==> config.mk <==
export PLATFORM = sky130hd
export DESIGN_NAME = wpcf_store
export DESIGN_NICKNAME = d
export VERILOG_FILES = /design/src/hdl/wpcf_pkg.sv /design/src/hdl/wpcf_store.sv
export SDC_FILE = /design/constraint.sdc
export NUM_CORES = 2
export LEC_CHECK = 0
export ABC_AREA = 0
export BUFFER_PORTS_ARGS = -buffer_cell sky130_fd_sc_hd__buf_2
export CAP_MARGIN = 20
export CORE_MARGIN = 4
export CORE_UTILIZATION = 40
export CTS_CLUSTER_SIZE = 16
export DETAILED_ROUTE_END_ITERATION = 8
export SETUP_SLACK_MARGIN = 0.05
export SYNTH_ARGS = -nofsm -noshare
export SYNTH_HDL_FRONTEND = slang
export SYNTH_SLANG_ARGS = --single-unit
==> constraint.sdc <==
create_clock -name i_clk -period 7 [get_ports i_clk]
set_input_delay 1.05 -clock i_clk [delete_from_list [all_inputs] [get_ports i_clk]]
set_output_delay 1.05 -clock i_clk [all_outputs]
set_load 0.02 [all_outputs]
==> src/hdl/wpcf_pkg.sv <==
`timescale 1ns / 1ps

package wpcf_pkg;

    localparam int MAX_ROWS_DEF    = 64;
    localparam int KEY_COLUMNS_DEF = 4;

    localparam int DATE_W       = 32;
    localparam int ID_W         = 16;
    localparam int KEY_W        = 16;
    localparam int KCU_W        = 3;
    localparam int ROW_W        = 6;
    localparam int CFG_IDX_W    = 1;
    localparam int CFG_DATA_W   = 32;

    // stored entry layout: date, person id, event id, then key columns from column 0 up
    localparam int ENTRY_PID_LSB = DATE_W;
    localparam int ENTRY_EID_LSB = DATE_W + ID_W;
    localparam int ENTRY_KEY_LSB = DATE_W + 2 * ID_W;

    localparam logic [CFG_IDX_W-1:0] CFG_DATE_WINDOW = 1'b0;
    localparam logic [CFG_IDX_W-1:0] CFG_KEY_COLS    = 1'b1;

    localparam logic [KCU_W-1:0] KCU_RESET = 3'd4;

    typedef struct packed {
        logic                     start_new_set;
        logic signed [DATE_W-1:0] row_date;
        logic [ID_W-1:0]          person_id;
        logic [ID_W-1:0]          event_id;
        logic [KEY_W-1:0]         key_a;
        logic [KEY_W-1:0]         key_b;
        logic [KEY_W-1:0]         key_c;
        logic [KEY_W-1:0]         key_d;
    } t_in_beat;

    typedef struct packed {
        logic [ROW_W-1:0] row_number;
        logic [ROW_W-1:0] partner_number;
        logic             has_partner;
        logic             last_of_run;
        logic             store_full;
    } t_out_beat;

    typedef struct packed {
        logic [DATE_W-1:0] date_window;
        logic [KCU_W-1:0]  key_columns_used;
    } t_cfg;

endpackage

==> src/hdl/wpcf_store.sv <==
`timescale 1ns / 1ps

module wpcf_store #(
    parameter int ENTRIES = wpcf_pkg::MAX_ROWS_DEF,
    parameter int DW      = 64
) (
    input  logic                       i_clk,
    input  logic                       i_we,
    input  logic [$clog2(ENTRIES)-1:0] i_waddr,
    input  logic [DW-1:0]              i_wdata,
    input  logic                       i_re,
    input  logic [$clog2(ENTRIES)-1:0] i_raddr,
    output logic [DW-1:0]              o_rdata
);

    logic [DW-1:0] r_mem [ENTRIES];
    logic [DW-1:0] r_rdata;

    always_ff @(posedge i_clk) begin
        if (i_we) begin
            r_mem[i_waddr] <= i_wdata;
        end
    end

    // read data holds while no read is issued
    always_ff @(posedge i_clk) begin
        if (i_re) begin
            r_rdata <= r_mem[i_raddr];
        end
    end

    assign o_rdata = r_rdata;

endmodule

## Word-level counts from Yosys, hierarchy flattened

Memory sizes are Yosys's and may differ from the RTL's. A register that Yosys moved wholly into a read port is not among the register bits.
Cells that the tools add are included.

- Flip-flop bits (word level): 0
- RAM bits: 4096
- Input bits: 79
- Output and inout bits: 64
- Memories kept: 1

Memory list:

| memory | words | bits a word | rd ports | clocked after Yosys merged registers in | write ports | line | RTL |
|---|---|---|---|---|---|---|---|
| r_mem | 64 | 64 | 1 | 1 | 1 | wpcf_store.sv:16 | `logic [DW-1:0] r_mem [ENTRIES];` |

- Mux-type cells: 2

Operator list:

| cell | number |
|---|---|
| two-way mux 1 bit | 2 |

## Depth between registers and ports, before layout

- Depth after elaboration: 2
- Depth in mapped cells: 9

## Worst setup path before layout

Ideal clock, no wire load.

- Path kind: input port to flip-flop
- Start point: input port i_waddr[3]
- End point: memory r_mem[48][0] (enable)
- Setup time: 0.564 ns
- Arrival time: 5.922 ns
- Path slack: 0.514 ns
- Stages: 4
- Cells stage by stage: clkbuf_1 -> nor2b_1 -> nand4b_1 -> nor3_1

RTL lines:

| element | line | RTL |
|---|---|---|
| from (decl) | wpcf_store.sv:9 | `input logic [$clog2(ENTRIES)-1:0] i_waddr,` |
| to (decl) | wpcf_store.sv:16 |  |

No word-level cell before the write port.

==> metrics.txt <==
# TYPE chip_impl_metric gauge
chip_impl_metric{name="crit_path_max_fanout",unit=""} 21
chip_impl_metric{name="post_synth_inst_count",unit=""} 6598
chip_impl_metric{name="num-fill-cells",unit=""} 31800
chip_impl_metric{name="post_cts_repair_timing_setup_buffer_count",unit=""} 0
chip_impl_metric{name="route.vias.total",unit=""} 75900
chip_impl_metric{name="tightestPinTransition",unit="ns"} 1.22
chip_impl_metric{name="grt_pass1_vias",unit=""} 75800
chip_impl_metric{name="timing.final.hold_violations",unit=""} 0
chip_impl_metric{name="met3_length",unit="um"} 36100
chip_impl_info{name="ys.flop_type",value="edfxtp_1"} 1
chip_impl_metric{name="synth.ff_latch_count",unit=""} 4160
chip_impl_info{name="crit_path_end_kind",value="register"} 1
chip_impl_metric{name="routedWlPerCell",unit="um"} 35.6
chip_impl_info{name="rsz0062_at_grt",value="no"} 1
chip_impl_metric{name="die_h",unit="um"} 634
chip_impl_metric{name="holdBufCountCts",unit=""} 0
chip_impl_metric{name="number_of_detailed_routing_iterations_run_before_antenna_repair",unit=""} 6
chip_impl_metric{name="synthesis.area",unit="sq mm"} 0.157
chip_impl_metric{name="numPortBuffers",unit=""} 142
chip_impl_info{name="layout.cells.most_common_list",value="edfxtp_1, mux4_2, clkbuf_16"} 1
chip_impl_metric{name="power_density",unit="mW/mm^2"} 287
chip_impl_metric{name="grt_max_degree",unit=""} 107
chip_impl_info{name="run_status",value="completed"} 1
chip_impl_metric{name="die-width",unit="um"} 634
chip_impl_info{name="highest-signal-layer",value="met5"} 1
chip_impl_info{name="crit_path_end",value="o_rdata[7]"} 1
chip_impl_metric{name="share_clk_of_total_power",unit="%"} 41.3
chip_impl_metric{name="critical_path_arrival",unit="ns"} 4.17
chip_impl_metric{name="dp_worst_slack",unit="ns"} 2.42
chip_impl_metric{name="wire_length_of_the_first_global_routing_pass",unit="um"} 618000
chip_impl_metric{name="grt.overflow.total",unit=""} 0
chip_impl_metric{name="clock-sinks",unit=""} 4160
chip_impl_metric{name="seq_area_frac_synth",unit="%"} 79.6
chip_impl_metric{name="worst-endpoint-required",unit="ns"} 7.65
chip_impl_metric{name="seq_power_share",unit="%"} 54.0
chip_impl_metric{name="timing.max_slew.rel_slack",unit="%"} 18.8
chip_impl_info{name="clockRootBuffer",value="clkbuf_16"} 1
chip_impl_metric{name="design.die.area",unit="sq mm"} 0.403
chip_impl_metric{name="internal-power",unit="mW"} 40.5
chip_impl_info{name="timing_worst_setup_path_type",value="in2reg"} 1
chip_impl_metric{name="ys_async_sr_fraction",unit="%"} 0
chip_impl_metric{name="number_of_synthesis_warnings",unit=""} 0
chip_impl_metric{name="grt_util_overall",unit="%"} 21.9
chip_impl_metric{name="synthesis.nets",unit=""} 6677
chip_impl_metric{name="clock_path_buffers",unit=""} 4
chip_impl_metric{name="cap_violations",unit=""} 0
chip_impl_metric{name="share_of_cells_above_drive_strength_1",unit="%"} 28.0
chip_impl_metric{name="drt_met1_wl",unit="um"} 177000
chip_impl_metric{name="ios",unit=""} 143
chip_impl_metric{name="fin_setup_tns",unit="ns"} 0
chip_impl_metric{name="r2r_slack",unit="ns"} 4.76
chip_impl_metric{name="max-vdd-ir-drop",unit="uV"} 236
chip_impl_metric{name="clk_latency",unit="ns"} 0.98
chip_impl_metric{name="detailedPlacementHpwl",unit="um"} 228000
chip_impl_info{name="startpoint_type",value="input pin"} 1
chip_impl_metric{name="h_tree_depth",unit=""} 5
chip_impl_info{name="worst_r2r_endpoint",value="o_rdata[14]"} 1
chip_impl_info{name="most_frequent_standard_cell_in_the_layout_excluding_fill_and_tap_cells",value="edfxtp_1"} 1
chip_impl_metric{name="fin_nets",unit=""} 7096
chip_impl_info{name="tritoncts",value="yes"} 1
chip_impl_metric{name="finalCriticalPeriod",unit="ns"} 3.52
chip_impl_metric{name="synthesis.area_per_instance",unit="sq um"} 23.8
chip_impl_metric{name="ant_nets",unit=""} 0
chip_impl_metric{name="finalWorstSetupSlack",unit="ns"} 3.48
chip_impl_metric{name="worst_clock_skew",unit="ns"} 0.0729
chip_impl_metric{name="detail_route.wirelength",unit="um"} 447000
chip_impl_metric{name="antenna_violations_before_repair",unit=""} 41
chip_impl_metric{name="reg2reg_depth",unit=""} 4
chip_impl_info{name="worst_hold_path_type",value="in2reg"} 1
chip_impl_metric{name="post_detailed_route_drc_marker_count",unit=""} 0
chip_impl_metric{name="initial_core_util",unit="%"} 40.3
chip_impl_metric{name="avgViaCountPerCell",unit=""} 6.04
chip_impl_metric{name="count_of_standard_cell_rows",unit=""} 229
chip_impl_info{name="critPathLaunch",value="i_raddr[3]"} 1
chip_impl_metric{name="pwr-share-comb",unit="%"} 4.7
chip_impl_metric{name="slew_violations",unit=""} 0
chip_impl_metric{name="report.final.setup_viol",unit=""} 0
chip_impl_metric{name="drt_first_iter_violations",unit=""} 9774
chip_impl_metric{name="clkSlewWorstSetupHoldPaths",unit="ns"} 0.06
chip_impl_metric{name="coreArea",unit="sq mm"} 0.390
chip_impl_metric{name="timing.fmax",unit="MHz"} 284
chip_impl_metric{name="leakagePower",unit="nW"} 55.1
chip_impl_metric{name="switching_power",unit="mW"} 10.9
chip_impl_metric{name="cts_inserted_buffers",unit=""} 413
chip_impl_metric{name="area.growth.synth_to_final",unit="%"} 13.9
chip_impl_metric{name="detailroute.wirelength.met2",unit="um"} 221000
chip_impl_metric{name="final_estimated_routing_congestion_in_global_placement",unit=""} 0.772
chip_impl_info{name="rr_startpoint",value="r_mem[19][14]"} 1
chip_impl_metric{name="netlist-cell-type-count",unit=""} 32
chip_impl_metric{name="netSwitchingFraction",unit="%"} 21.2
chip_impl_metric{name="synth_enable_flop_cells",unit=""} 4160
chip_impl_metric{name="timing.final.crit_share",unit="%"} 50.3
chip_impl_metric{name="cts_resized",unit=""} 0
==> cells by family (layout without fill, tap and decap cells) <==
| logic type | after synthesis | count (layout) | synth area share (%) |
|---|---|---|---|
| AO/OA/AOI/OAI | 504 | 504 | 2.47 |
| buffers and inverters | 389 | 1139 | 1.18 |
| flip-flops | 4160 | 4160 | 79.6 |
| multiplexers | 1159 | 1159 | 15.6 |
| other | 0 | 17 | 0 |
| AND/OR/NAND/NOR | 386 | 386 | 1.23 |
==> worst max-delay path, stage by stage <==
cell and delay [ns]:
buf_2 0.53, nor2b_1 0.15, nand2_1 0.85, buf_4 0.49
a2bb2oi_1 0.21, a31oi_1 0.22, a211oi_1 0.60
==> how the worst min path moves through the flow <==
stage                              from       endpoint  depth (start not counted)
final                       i_wdata[28]  r_mem[48][28]                          1
after global routing        i_wdata[28]  r_mem[48][28]                          1
after CTS                          i_re     o_rdata[2]                          1
after detailed placement  r_mem[38][10]    o_rdata[10]                          4
after global placement    r_mem[36][28]    o_rdata[28]                          4
after floorplan           r_mem[30][61]    o_rdata[61]                          4
==> sequential cells by signal, summed over array words and instances, names as in the netlist <==
register,cells
r_mem,4096
o_rdata,64
==> metrics by stage <==
| stage | utilization [%] | cell area (sq um) | hold WS [ns] | instances | total power, mW |
|---|---|---|---|---|---|
| floorplan | - | 157000 | 0.865 | 6598 | 29.5 |
| global placement | 42.4 | 165000 | 0.898 | 11800 | 30.6 |
| detailed placement | 42.4 | 165000 | 0.908 | 11800 | 30.7 |
| CTS | 45.7 | 178000 | 0.676 | 12500 | 51.7 |
| global route | 45.9 | 179000 | 0.320 | 12500 | 53.0 |
| finish | 45.9 | 179000 | 0.362 | 12600 | 51.4 |
==> area by class of cell <==
cell class,instances,area (sq um),share of cell area (%)
Sequential cell,4160,125000,69.8
Clock inverter,235,1950,1.09
Timing Repair Buffer,374,3750,2.10
Tap cell,5197,6500,3.64
Clock buffer,511,10900,6.07
Antenna cell,17,42.5,0.0238
Inverter,19,71.3,0.0399
Multi-Input combinational cell,2049,30800,17.2
==> cells in the mapped netlist, types with 3 or more instances <==
library cell  count  area, sq um
a22o_1           88          771
and2_1            3         18.8
a41oi_1          26          228
or3_1            29          181
mux4_2         1024        23100
clkbuf_1        140          526
nand2_1          58          218
nor2_1          112          420
buf_4            34          255
a22oi_1         168         1260
nor2b_1          28          175
a2bb2oi_1        19          166
or2_2            28          175
inv_1            19         71.3
nand2b_1         11         68.8
a211oi_1         63          473
buf_6             6         67.6
nand3_1          45          225
buf_2           170          851
mux2i_1         135         1350
buf_1            20         75.1
edfxtp_1       4160       125000
o22ai_1          83          519
a31oi_1          18          113
and3_1           64          400
o221ai_1         38          333
==> per-layer routing <==
layer,track usage (%),vias up
met5,0,-
met4,6.20,10
met3,3.38,689
met2,36.1,3851
met1,30.5,41900
li1,-,29400
==> power groups by stage <==
stage	Sequential, mW	Combinational, mW	Clock [mW]
after floorplan	28.3	1.29	0
after global placement	28.3	2.33	0
after detailed placement	28.3	2.38	0
after CTS	27.8	2.38	21.6
after global routing	27.8	2.55	22.7
final	27.8	2.41	21.3
No activity file was read; power rests on OpenSTA's default activity.
