===== config.mk =====
export PLATFORM = sky130hd
export DESIGN_NAME = wpcf_cmp
export DESIGN_NICKNAME = d
export VERILOG_FILES = /design/src/hdl/wpcf_pkg.sv /design/src/hdl/wpcf_cmp.sv
export SDC_FILE = /design/constraint.sdc
export NUM_CORES = 1
export LEC_CHECK = 0
export BUFFER_PORTS_ARGS = -buffer_cell sky130_fd_sc_hd__buf_2
export CORE_MARGIN = 8
export CORE_UTILIZATION = 51
export DETAILED_ROUTE_END_ITERATION = 6
export PLACE_DENSITY = 0.91
export SYNTH_ARGS = -nofsm -noshare
export SYNTH_HDL_FRONTEND = slang
export SYNTH_SLANG_ARGS = --single-unit

===== constraint.sdc =====
create_clock -name vclk -period 12.95
set_clock_uncertainty 0.2 [all_clocks]
set_input_delay 1.295 -clock vclk [all_inputs]
set_output_delay 1.295 -clock vclk [all_outputs]
set_load 0.02 [all_outputs]

===== src/hdl/wpcf_pkg.sv =====
`timescale 1ns / 1ps

package wpcf_pkg;

    localparam int MAX_ROWS_DEF    = 64;
    localparam int KEY_COLUMNS_DEF = 4;

    localparam int DATE_W       = 32;
    localparam int ID_W         = 16;
    localparam int KEY_W        = 16;
    localparam int KCU_W        = 3;
    localparam int ROW_W        = 6;
    localparam int CFG_IDX_W    = 1;
    localparam int CFG_DATA_W   = 32;

    // stored entry layout: date, person id, event id, then key columns from column 0 up
    localparam int ENTRY_PID_LSB = DATE_W;
    localparam int ENTRY_EID_LSB = DATE_W + ID_W;
    localparam int ENTRY_KEY_LSB = DATE_W + 2 * ID_W;

    localparam logic [CFG_IDX_W-1:0] CFG_DATE_WINDOW = 1'b0;
    localparam logic [CFG_IDX_W-1:0] CFG_KEY_COLS    = 1'b1;

    localparam logic [KCU_W-1:0] KCU_RESET = 3'd4;

    typedef struct packed {
        logic                     start_new_set;
        logic signed [DATE_W-1:0] row_date;
        logic [ID_W-1:0]          person_id;
        logic [ID_W-1:0]          event_id;
        logic [KEY_W-1:0]         key_a;
        logic [KEY_W-1:0]         key_b;
        logic [KEY_W-1:0]         key_c;
        logic [KEY_W-1:0]         key_d;
    } t_in_beat;

    typedef struct packed {
        logic [ROW_W-1:0] row_number;
        logic [ROW_W-1:0] partner_number;
        logic             has_partner;
        logic             last_of_run;
        logic             store_full;
    } t_out_beat;

    typedef struct packed {
        logic [DATE_W-1:0] date_window;
        logic [KCU_W-1:0]  key_columns_used;
    } t_cfg;

endpackage


===== src/hdl/wpcf_cmp.sv =====
`timescale 1ns / 1ps

module wpcf_cmp #(
    parameter int KEY_COLUMNS = wpcf_pkg::KEY_COLUMNS_DEF,
    parameter int DW          = wpcf_pkg::ENTRY_KEY_LSB + KEY_COLUMNS * wpcf_pkg::KEY_W
) (
    input  wpcf_pkg::t_cfg i_cfg,
    input  logic [DW-1:0]  i_row,
    input  logic [DW-1:0]  i_stored,
    output logic           o_hit
);

    localparam int DATE_W = wpcf_pkg::DATE_W;
    localparam int ID_W   = wpcf_pkg::ID_W;
    localparam int KEY_W  = wpcf_pkg::KEY_W;
    localparam int KCU_W  = wpcf_pkg::KCU_W;
    localparam int PID_L  = wpcf_pkg::ENTRY_PID_LSB;
    localparam int EID_L  = wpcf_pkg::ENTRY_EID_LSB;
    localparam int KEY_L  = wpcf_pkg::ENTRY_KEY_LSB;

    logic signed [DATE_W:0] date_a;
    logic signed [DATE_W:0] date_b;
    logic signed [DATE_W:0] diff;
    logic [DATE_W:0]        abs_diff;
    logic                   date_ok;
    logic                   ids_ok;
    logic [KCU_W-1:0]       kc_eff;
    logic [KEY_COLUMNS-1:0] key_miss;

    // 33-bit difference of two signed dates never overflows
    always_comb begin
        date_a   = {i_row[DATE_W-1], i_row[DATE_W-1:0]};
        date_b   = {i_stored[DATE_W-1], i_stored[DATE_W-1:0]};
        diff     = date_a - date_b;
        abs_diff = diff[DATE_W] ? (DATE_W+1)'(-diff) : diff;
        date_ok  = abs_diff <= {1'b0, i_cfg.date_window};
    end

    assign ids_ok = (i_row[PID_L +: ID_W] != i_stored[PID_L +: ID_W])
                 && (i_row[EID_L +: ID_W] != i_stored[EID_L +: ID_W]);

    assign kc_eff = (i_cfg.key_columns_used > KCU_W'(KEY_COLUMNS))
                  ? KCU_W'(KEY_COLUMNS) : i_cfg.key_columns_used;

    always_comb begin
        for (int k = 0; k < KEY_COLUMNS; k++) begin
            key_miss[k] = (KCU_W'(k) < kc_eff)
                && (i_row[KEY_L + k * KEY_W +: KEY_W] != i_stored[KEY_L + k * KEY_W +: KEY_W]);
        end
    end

    assign o_hit = ids_ok && date_ok && !(|key_miss);

endmodule


=== After elaboration in Yosys (flattened, before gate mapping) ===
Cells that the tools add are included.

* Register bits: 0

* Equality and inequality tests: 6
* Add/sub/neg operators: 2
* $lt $le $gt $ge: 6
* Reductions and logical operators: 9
* Muxes and demuxes: 2

{| class="wikitable"
|+ Operators by type and width
! cell !! number
|-
| 16-bit inequality test || 6
|-
| 33-bit by 32-bit less-or-equal comparator with 1-bit output || 1
|-
| 33-bit 2-to-1 mux || 1
|-
| 33-bit negator || 1
|-
| 32-bit by 32-bit subtractor with 33-bit output || 1
|-
| 1-bit logical AND || 7
|-
| 1-bit by 3-bit less-than comparator with 1-bit output (first input constant) || 2
|-
| 2-bit by 3-bit less-than comparator with 1-bit output (first input constant) || 2
|-
| 4-bit OR reduction || 1
|-
| 3-bit greater-than comparator (second input constant) || 1
|-
| 3-bit 2-to-1 mux || 1
|-
| 1-bit zero test || 1
|}

=== Logic depth before layout (Yosys ltp) ===
* Depth after elaboration: 7
* Mapped depth: 24

=== Worst setup path after synthesis ===
Ideal clock, no wire load.

* Path type: input -> output
* Start point: in i_row[0]
* End point: out o_hit
* Arrival time: 6.099 ns
* Path buffers: 1
* Cell stages on the path: 23
* Setup slack: 5.356 ns
* Path through: inv_1 -> ha_1 -> fa_1 -> nand2b_1 -> a211oi_4 -> o21a_2 -> o2111ai_1 -> nand3_1 -> nand2_1 -> a31oi_1 -> clkbuf_1 -> nor2_1 -> xnor2_1 -> ha_1 -> a21o_1 -> a21o_1 -> a211oi_1 -> o21ai_0 -> a21o_1 -> a211o_1 -> a2111oi_0 -> o221ai_1 -> a21oi_1

* Longest elaborated chain between the ends: 6

{| class="wikitable"
|+ RTL lines
! what !! RTL line !! source
|-
| from (decl) || wpcf_cmp.sv:8 || <nowiki>input logic [DW-1:0] i_row,</nowiki>
|-
| 32-bit by 32-bit subtractor with 33-bit output * || wpcf_cmp.sv:34 || <nowiki>diff = date_a - date_b;</nowiki>
|-
| 33-bit negator || wpcf_cmp.sv:35 || <nowiki>abs_diff = diff[DATE_W] ? (DATE_W+1)'(-diff) : diff;</nowiki>
|-
| 33-bit 2-to-1 mux * || wpcf_cmp.sv:35 ||
|-
| 33-bit by 32-bit less-or-equal comparator with 1-bit output * || wpcf_cmp.sv:36 || <nowiki>date_ok = abs_diff <= {1'b0, i_cfg.date_window};</nowiki>
|-
| 1-bit logical AND * (2 in series) || wpcf_cmp.sv:52 || <nowiki>assign o_hit = ids_ok && date_ok && !(|key_miss);</nowiki>
|-
| to (decl) || wpcf_cmp.sv:10 || <nowiki>output logic o_hit</nowiki>
|}

Mark *: on every way between the ends. The rest lies on a longest branch, timed or not.

=== Worst setup path in the final report ===
Ends and elaborated chain as after synthesis.

==> impl.org <==
** Routing
- Detailed routing placed a total of 1.79 mm of wire on met3.
- Total number of vias :: roughly 6,300
- DRC violations left :: 0
- Violation count after the first detailed-route iteration :: 320
- Routed length on met1 :: 7.96 mm
- TritonRoute pass-1 iters :: 5
- In this run the remaining antenna-violating nets after routing total 0.
- Average detailed-routed wire length per instance :: 17.9 um
- Met2 wire len :: 9.74 mm
- Post-DR vias/cell :: 5.57
- Summed over all layers, the routed wires come to 20.2 mm.
- The highest layer touched by signal routing is met5.

** Synth
- Sequential cells were found to cover 0% of the synthesized design area.
- The netlist uses 72 different library cells.
- The number of nets in the synthesized netlist is 1,073.
- The mapped netlist covers between 5000 and 6000 um^2.
- After technology mapping, the gate count stands at just over 700.
- Syn Area/Cell :: between 7 and 8 um^2
- For this run, the number of Yosys warnings is 0.

** Layout
- Most common cell after layout, fill and taps aside :: sky130_fd_sc_hd__buf_2
- Fraction of final layout cells with drive strength greater than 1 :: between 30% and 40%
- Counting the clock-network buffers in the layout gives 0.
- For this run, the share of the core covered by cells in the final layout is 67.5%.
- In the final layout, flip-flops and latches occupy 0 um^2.
- The area growth from synthesis to layout is 30.2%.
- The design has 0 sequential cells.
- Final Net Count :: 1,350
- The top cell types in the final layout, fill and taps aside, are sky130_fd_sc_hd__buf_2, sky130_fd_sc_hd__xnor2_1, sky130_fd_sc_hd__inv_1.

** Critical path
- Counting both buffers and inverters, the worst setup path holds a total of 3.
- The critical path is of the input pin to output pin type.
- The critical path crosses 24 cells after its start point.
- Delay-heaviest family, CP :: compound AO/OA/AOI/OAI gates
- The worst setup path is captured at an output pin.
- Worst path cell trace :: buf_2, inv_1, ha_1, fa_1, nand2b_1, a211oi_4, o21a_2, o2111ai_1, nand3_1, nand2_1, a31o_2, o21ai_0, xnor2_1, ha_1, a21o_1, a21o_1, a21oi_1, o21ai_0, a21o_1, a211o_1, a2111oi_0, o221ai_1, a21oi_1, buf_2
- Arrival time worst endpoint :: 6.48 ns
- STA puts the critical path data required time at 11.45 ns.
- Largest fanout on the critical path :: 19
- The worst setup path is launched from an input pin.
- Worst setup path startpoint :: i_row[0]
- Crit path to :: o_hit
- Slowest library cell on the worst path :: sky130_fd_sc_hd__a2111oi_0
- For this run, the slowest stage of the critical path takes 0.45 ns.
- In this design, the critical path's most frequently occurring cell is sky130_fd_sc_hd__a21o_1.

** Clock network
- Buffers inserted to repair hold after CTS numbered 0.
- The number of gates resized after CTS was 0.
- Number of buffers added for setup after CTS :: 0

** Pwr
- In this run the power density over the cells is 53.6 nW/um^2.
- In this run the static leakage power is about 0.0033 uW.
- VDD sags by at most 0.0285 mV.
- Power comes to 350 uW.

** Timing
- Setup total negative slack on the finished layout was measured at 0 ns.
- Setup repair after global routing missed its margin :: no
- Number of failing hold endpoints at the final stage :: 0
- Setup violations remaining at the end of the flow were counted as 0.
- Peak Freq :: 0.125 GHz
- The max-slew violation count was 0.
- The worst pin sits at a relative slew slack of 58.7%.
- In the finished design, the share of the clock period the worst path needs comes to 61.6%.
- Actual transition at the worst max-transition pin :: 0.610 ns
- Subtracting the final worst setup slack from the clock period gives 7.98 ns.

** Place
- Number of port buffers :: 292
- Once detailed placement completed, the half-perimeter wirelength came to 18.4 mm.
- Placer Congestion :: about 1

** Floorplan
- Initial cell density of the core :: 51.8%
- The die covers 13,300 um^2.
- Standard-cell rows :: 36
- In this run the standard cell core region covers between 9000 and 10,000 um^2.
- Height of the chip :: 115 um
- Pin placement for this block handled 292 I/O pins.
- Measured along the x axis, the die boundary spans roughly 120 um.

** GRT
- Total Routing Usage GR :: 28.4%
- After global routing the overflow that remains totals 0.
- Vias in the first global route :: 6,183
- Pin count of the biggest net entering global routing :: 20
- The first global-routing pass estimated slightly above 30 mm of wire.
- Antenna violations before repair :: 6

** Run status
- The run finished with clean final reports.

** Hold path
- The min-delay analysis places its worst path in the category input pin to output pin.

** Job
- Across the run, the number of max-cap violations was 0.
-- synth_stat cells, drive strengths merged (10+ instances only) --
| cell | instances | area, um^2 |
|---|---|---|
| nand3 | 15 | 87.6 |
| o211ai | 10 | 75.1 |
| a211oi | 12 | 103 |
| ha | 65 | 813 |
| nor4 | 14 | 87.6 |
| and2 | 13 | 82.6 |
| o21ai | 42 | 214 |
| a31oi | 10 | 62.6 |
| nand2 | 56 | 210 |
| nand4 | 35 | 219 |
| a21o | 20 | 150 |
| nor3 | 12 | 65.1 |
| inv | 71 | 267 |
| buf | 15 | 120 |
| xnor2 | 91 | 797 |
| a21oi | 53 | 292 |
| nor2 | 39 | 146 |
| xor2 | 48 | 420 |
-- metrics by stage --
step                      hold slack (ns)  worst slack [ns]  cells  instance area [um^2]
final                                2.84              4.97   1129                  6540
after floorplan                      2.60              5.36    716                  5020
after CTS                            2.83              5.07   1124                  6520
after global placement               2.82              5.30   1124                  6520
after detailed placement             2.82              5.11   1124                  6520
after global routing                 2.86              4.51   1129                  6540
-- cells by family (layout without fill, tap and decap cells) --
logic type,count (synthesis),after routing,synth area share (%)
muxes,2,2,0.399
xor gates and xnor gates,139,139,24.3
AOI/OAI and AO/OA,190,190,25.8
other,0,5,0
adders and majority gates,66,66,16.6
buffers and inverters,89,364,7.93
and+or+nand+nor,230,230,25.0
-- cell type report --
type | instances | area, um^2
Fill cell | 896 | 3150
Inverter | 71 | 267
Timing Repair Buffer | 293 | 1470
Multi-Input combinational cell | 627 | 4620
Tap cell | 133 | 166
Antenna cell | 5 | 12.5
-- worst min path at each step --
| stage | startpoint | endpoint | slack, ns | cells after the start |
|---|---|---|---|---|
| 2_1_floorplan | i_cfg[0] | o_hit | 2.60 | 3 |
| 3_3_place_gp | i_cfg[0] | o_hit | 2.82 | 5 |
| 3_5_place_dp | i_cfg[0] | o_hit | 2.82 | 5 |
| 4_1_cts | i_cfg[0] | o_hit | 2.83 | 5 |
| 5_1_grt | i_cfg[0] | o_hit | 2.86 | 5 |
| 6_report | i_cfg[0] | o_hit | 2.84 | 5 |
-- power by group --
| group | leakage [uW] | switching (uW) | internal (uW) | total [uW] |
|---|---|---|---|---|
| combinational | 0.00333 | 189 | 161 | 350 |
| sequential | 0 | 0 | 0 | 0 |
| clock | 0.0000000317 | 0 | 0.0000518 | 0.0000518 |
-- layer usage --
metal | GRT usage, % | vias to the layer above
li1 | - | 3147
met1 | 33.1 | 2799
met2 | 50.2 | 294
met3 | 5.36 | 44
met4 | 10.6 | 2
met5 | 0 | -
(Power assumes the default switching activity.)
